===== src/rtl/core/bmhq_pkg.sv =====
`default_nettype none

package bmhq_pkg;

    // Field widths of the item and result beats
    localparam int CMD_W = 2;
    localparam int KEY_W = 32;
    localparam int PAY_W = 32;
    localparam int OCC_W = 11;

    // Command codes
    localparam logic [CMD_W-1:0] CMD_INSERT  = 2'd0;
    localparam logic [CMD_W-1:0] CMD_EXTRACT = 2'd1;
    localparam logic [CMD_W-1:0] CMD_CLEAR   = 2'd2;

    // One heap entry as stored
    typedef struct packed {
        logic [KEY_W-1:0] key;
        logic [PAY_W-1:0] payload;
    } entry_t;

    // Controller to datapath
    typedef struct packed {
        logic start;      // capture the incoming entry, clear result
        logic ok_set;     // command will succeed
        logic cnt_clear;
        logic cnt_inc;
        logic cnt_dec;
        logic pos_load;   // hole position = entry count (insert)
        logic rd_ext;     // read root and last entry
        logic rd_up;      // read parent of hole
        logic rd_down;    // read both children of hole
        logic ext_load;   // take min from root, moving entry from last
        logic up_step;    // parent moves down into hole
        logic down_step;  // best child moves up into hole
        logic wr_x;       // moving entry lands in hole
        logic out_load;   // load result register
    } ctl_cmd_t;

    // Datapath to controller
    typedef struct packed {
        logic full;
        logic empty;
        logic pos_zero;
        logic up_greater;
        logic down_move;
    } dp_status_t;

endpackage

`default_nettype wire


===== src/rtl/core/bmhq_ctrl.sv =====
`default_nettype none

module bmhq_ctrl (
    input  wire logic                          clk,
    input  wire logic                          rst_n,
    input  wire logic                          in_valid,
    output logic                               in_ready,
    input  wire logic [bmhq_pkg::CMD_W-1:0]    command,
    output logic                               out_valid,
    input  wire logic                          out_ready,
    input  wire bmhq_pkg::dp_status_t          status,
    output bmhq_pkg::ctl_cmd_t                 ctl
);
    import bmhq_pkg::*;

    localparam logic [2:0] ST_IDLE     = 3'd0;
    localparam logic [2:0] ST_UP_ISSUE = 3'd1;
    localparam logic [2:0] ST_UP_CMP   = 3'd2;
    localparam logic [2:0] ST_EXT_LOAD = 3'd3;
    localparam logic [2:0] ST_DN_ISSUE = 3'd4;
    localparam logic [2:0] ST_DN_CMP   = 3'd5;
    localparam logic [2:0] ST_FINISH   = 3'd6;

    logic [2:0] state_reg;
    logic [2:0] state_next;
    logic       out_valid_reg;
    logic       out_valid_next;

    assign in_ready  = (state_reg == ST_IDLE);
    assign out_valid = out_valid_reg;

    // Next state and datapath commands
    always_comb
    begin
        state_next     = state_reg;
        ctl            = '0;
        out_valid_next = out_valid_reg & ~out_ready;
        case (state_reg)
            ST_IDLE:
            begin
                if (in_valid)
                begin
                    ctl.start  = 1'b1;
                    state_next = ST_FINISH;
                    case (command)
                        CMD_INSERT:
                        begin
                            if (!status.full)
                            begin
                                ctl.ok_set   = 1'b1;
                                ctl.pos_load = 1'b1;
                                ctl.cnt_inc  = 1'b1;
                                state_next   = ST_UP_ISSUE;
                            end
                        end
                        CMD_EXTRACT:
                        begin
                            if (!status.empty)
                            begin
                                ctl.ok_set = 1'b1;
                                ctl.rd_ext = 1'b1;
                                state_next = ST_EXT_LOAD;
                            end
                        end
                        CMD_CLEAR:
                        begin
                            ctl.ok_set    = 1'b1;
                            ctl.cnt_clear = 1'b1;
                        end
                        default:
                        begin
                            state_next = ST_FINISH;
                        end
                    endcase
                end
            end
            ST_UP_ISSUE:
            begin
                if (status.pos_zero)
                begin
                    ctl.wr_x   = 1'b1;
                    state_next = ST_FINISH;
                end
                else
                begin
                    ctl.rd_up  = 1'b1;
                    state_next = ST_UP_CMP;
                end
            end
            ST_UP_CMP:
            begin
                if (status.up_greater)
                begin
                    ctl.up_step = 1'b1;
                    state_next  = ST_UP_ISSUE;
                end
                else
                begin
                    ctl.wr_x   = 1'b1;
                    state_next = ST_FINISH;
                end
            end
            ST_EXT_LOAD:
            begin
                ctl.ext_load = 1'b1;
                ctl.cnt_dec  = 1'b1;
                state_next   = ST_DN_ISSUE;
            end
            ST_DN_ISSUE:
            begin
                ctl.rd_down = 1'b1;
                state_next  = ST_DN_CMP;
            end
            ST_DN_CMP:
            begin
                if (status.down_move)
                begin
                    ctl.down_step = 1'b1;
                    state_next    = ST_DN_ISSUE;
                end
                else
                begin
                    ctl.wr_x   = 1'b1;
                    state_next = ST_FINISH;
                end
            end
            ST_FINISH:
            begin
                // result register free or being emptied this cycle
                if (!out_valid_reg || out_ready)
                begin
                    ctl.out_load   = 1'b1;
                    out_valid_next = 1'b1;
                    state_next     = ST_IDLE;
                end
            end
            default:
            begin
                state_next = ST_IDLE;
            end
        endcase
    end

    always_ff @(posedge clk or negedge rst_n)
    begin
        if (!rst_n)
        begin
            state_reg     <= ST_IDLE;
            out_valid_reg <= 1'b0;
        end
        else
        begin
            state_reg     <= state_next;
            out_valid_reg <= out_valid_next;
        end
    end

endmodule

`default_nettype wire


===== config.mk =====
export PLATFORM = sky130hd
export DESIGN_NAME = bmhq_ctrl
export DESIGN_NICKNAME = d
export VERILOG_FILES = /design/src/rtl/core/bmhq_pkg.sv /design/src/rtl/core/bmhq_ctrl.sv
export SDC_FILE = /design/constraint.sdc
export NUM_CORES = 1
export LEC_CHECK = 0
export ABC_CLOCK_PERIOD_IN_PS = 2300
export BUFFER_PORTS_ARGS = -buffer_cell sky130_fd_sc_hd__buf_2
export CAP_MARGIN = 20
export CORE_AREA = 10 10 47 49
export CTS_BUF_LIST = sky130_fd_sc_hd__clkbuf_4
export CTS_CLUSTER_DIAMETER = 200
export DETAILED_ROUTE_END_ITERATION = 7
export DIE_AREA = 0 0 57 59
export SYNTH_ARGS = -nofsm -noshare
export SYNTH_HDL_FRONTEND = slang
export SYNTH_SLANG_ARGS = --single-unit

===== constraint.sdc =====
create_clock -name clk -period 2.3 [get_ports clk]
set_input_delay 0.46 -clock clk [delete_from_list [all_inputs] [get_ports clk]]
set_output_delay 0.46 -clock clk [all_outputs]
set_load 0.02 [all_outputs]

==> results.sh <==
export IMPL_met2_usage_pct=9.61
export IMPL_grt_pass1_wl_um=2080
export IMPL_crit_required_ns=1.84
export IMPL_syn_inst=53
export IMPL_drc=0
export IMPL_cpMaxStageDelayCell="dfrtp_1"
export IMPL_maxSlewViolCount=0
export IMPL_busiest_layer="met2"
export IMPL_final_util_pct=41.3
export IMPL_sw_frac_of_total_pct=49.8
export IMPL_wl_per_cell_um=13.2
export IMPL_cts_tree="done"
export IMPL_r2r_start="state_reg[0]$_DFFE_PN0P_"
export IMPL_layout_min_cycle_time_ns=2.13
export IMPL_layout_drive_gt1_share_pct=44.2
export IMPL_nNetsFinal=90
export IMPL_cts_buffer_depth=2
export IMPL_grt_pass1_vias=472
export IMPL_vias_per_cell=5.09
export IMPL_fmax_mhz=469
export IMPL_critPathLaunchType="flip-flop"
export IMPL_htree_num_levels=1
export IMPL_yosys_warnings=0
export IMPL_fin_crit_sh_pct=92.8
export IMPL_grt_ovfl_total=0
export IMPL_crit_fanout=16
export IMPL_cts_setup_buffers=0
export IMPL_clkTransAtPathRegs_ns=0.04
export IMPL_worst_pin_slew_ns=0.461
export IMPL_grt_antenna_before_repair=0
export IMPL_grt_max_degree=18
export IMPL_ir_worst_vdd_mv=0.428
export IMPL_cp_arrival_ns=1.67
export IMPL_holdWs_ns=0.0142
export IMPL_use_met3_pct=4.72
export IMPL_setup_tns_final_ns=0
export IMPL_dp_hpwl_um=960
export IMPL_seq_area_frac_synth_pct=23.7
export IMPL_synth_seq_cells=4
export IMPL_p_switching_mw=0.303
export IMPL_rsz0062_at_grt="no"
export IMPL_dr_first_iter_drc_count=7
export IMPL_fin_ws_ns=0.166
export IMPL_intPower_mw=0.305
export IMPL_dieArea_mm2=0.00336
export IMPL_start_util_pct=30.1
export IMPL_io_buffer_count=26
export IMPL_dr_total_vias=473
export IMPL_syn2layout_area_growth_pct=37.1
export IMPL_finalWeightedCongestion=0.703
export IMPL_pre_cts_slack_ns=0.427
export IMPL_maxSlewHeadroom_pct=69.3
export IMPL_ant_nets=0
export IMPL_insertion_delay_ns=0.24
export IMPL_clockPowerShare_pct=14.5
export IMPL_routed_wl_um=1230
export IMPL_cts_sinks=4
export IMPL_maxCapViolations=0
export IMPL_p_per_area_mw_per_mm2=1050
export IMPL_largest_reg_flops=3
export IMPL_finClkSkew_ns=0.00636
export IMPL_cp_end_kind="output port"
export IMPL_yosysUniqueCellTypes=32
export IMPL_n_fill_cell=152
export IMPL_critPathKind="reg -> out"
export IMPL_dr_pass1_iters=4
export IMPL_grt_total_usage_pct=7.90
export IMPL_crit_path_max_incr_delay_ns=0.60
export IMPL_crit_chain="nor4bb_1, o21bai_1, buf_2"
export IMPL_grt_use_met1_pct=8.88
export IMPL_hold_buffers=0
export IMPL_p_seq_share_pct=32.3
export IMPL_syn_num_nets=64
export IMPL_cts_buffers=3
export IMPL_syn_area_um2=422
export IMPL_hold_class="in -> async"
export IMPL_die_x_um=57
export IMPL_avgSynthCellArea_um2=7.96
export IMPL_rows=14
export IMPL_startpoint="state_reg[2]$_DFFE_PN0P_"
export IMPL_combPwrFrac_pct=53.1
export IMPL_cts_root_buf="clkbuf_4"
export IMPL_post_cts_resized=0
export IMPL_p_leak_nw=0.294
export IMPL_hold_viol_final=0
export IMPL_ios=27
export IMPL_core_area_mm2=0.00140
export IMPL_status="complete, no violations"
export IMPL_setup_viol=0
export IMPL_die_y_um=59
export IMPL_num_antenna_cells=0
## synthesized netlist by cell type (all sizes together)
master,count,area share (%)
a211oi,1,3.0
a21oi,3,3.6
a221oi,1,2.1
and2b,1,1.8
and4b,1,2.4
buf,4,5.9
clkbuf,1,0.89
dfrtp,4,24
inv,3,2.7
mux2i,2,4.7
nand2,5,4.5
nand2b,2,3.0
nand3b,2,3.6
nor2,3,2.7
nor2b,2,3.0
nor3,2,3.6
nor3b,1,1.8
nor4,1,1.5
nor4b,3,6.2
nor4bb,1,2.4
o211ai,1,1.8
o21a,1,1.8
o21ai,2,2.4
o21bai,1,1.8
o31ai,1,1.8
or2b,1,1.8
or3,1,1.5
or4,2,4.5
## metrics by stage
step	std cells	total power, mW	cell area (µm²)
global placement	90	0.525	556
CTS	93	0.618	578
global route	93	0.672	578
detailed placement	90	0.527	556
floorplan	53	0.431	434
finish	93	0.609	578
## power groups by stage
stage	combinational (mW)	clock [mW]	sequential, mW
after floorplan	0.292	0	0.139
after global placement	0.328	0	0.197
after detailed placement	0.328	0	0.198
after CTS	0.330	0.0921	0.197
after global routing	0.360	0.101	0.211
final	0.324	0.0885	0.197
## placed cells by master, fill, tap and decap left out, drive strengths merged, types with 2 or more instances in the layout
| cell type | n |
|---|---|
| nor4b | 3 |
| nor3 | 2 |
| nor2 | 3 |
| nor2b | 2 |
| inv | 3 |
| o21ai | 2 |
| mux2i | 2 |
| clkbuf | 3 |
| buf | 26 |
| a21oi | 3 |
| nand2 | 5 |
| nand3b | 2 |
| dfrtp | 4 |
| nand2b | 2 |
| or4 | 2 |
## cells by family (layout without fill, tap and decap cells)
kind of cell	count (synthesis)	count (layout)	share of synthesized area, %
AOI/OAI and AO/OA	11	11	18.1
buffers and inverters	8	32	9.49
DFF	4	4	23.7
muxes	2	2	4.75
and+or+nand+nor	28	28	43.9
## area by class of cell
cell class / count / area (µm²) / share of cell area, %
clock buffers: 3 / 22.5 / 3.90
inverters: 3 / 11.3 / 1.95
flip-flops and latches: 4 / 100 / 17.3
well taps: 16 / 20.0 / 3.46
multi-input cells: 41 / 294 / 50.9
repair buffers: 26 / 130 / 22.5
## layer usage
| metal | vias to the layer above | routed length, µm | part of all wire [%] |
|---|---|---|---|
| met5 | - | 0 | 0 |
| met4 | 0 | 41 | 3.3 |
| met3 | 4 | 138 | 11 |
| met2 | 22 | 496 | 40 |
| met1 | 206 | 553 | 45 |
| li1 | 241 | - | - |
## worst max-delay path: cells and delay by family, from the launching register on
| family | cells | cell delay, ns |
|---|---|---|
| buf+inv | 1 | 0.18 |
| simple gates | 1 | 0.49 |
| flops | 1 | 0.60 |
| compound gates | 1 | 0.17 |
## path summary, 6_finish.rpt
kind	to	slack, ns	depth (start not counted)
max	ctl[1]	0.17	3
min	state_reg[2]$_DFFE_PN0P_	0.01	1
max reg2reg	state_reg[1]$_DFFE_PN0P_	0.87	3
min reg2reg	out_valid$_DFF_PN0_	0.59	2
max in group asynchronous	out_valid$_DFF_PN0_	2.16	1
min in group clk	out_valid$_DFF_PN0_	0.45	2
(Power assumes the default switching activity.)
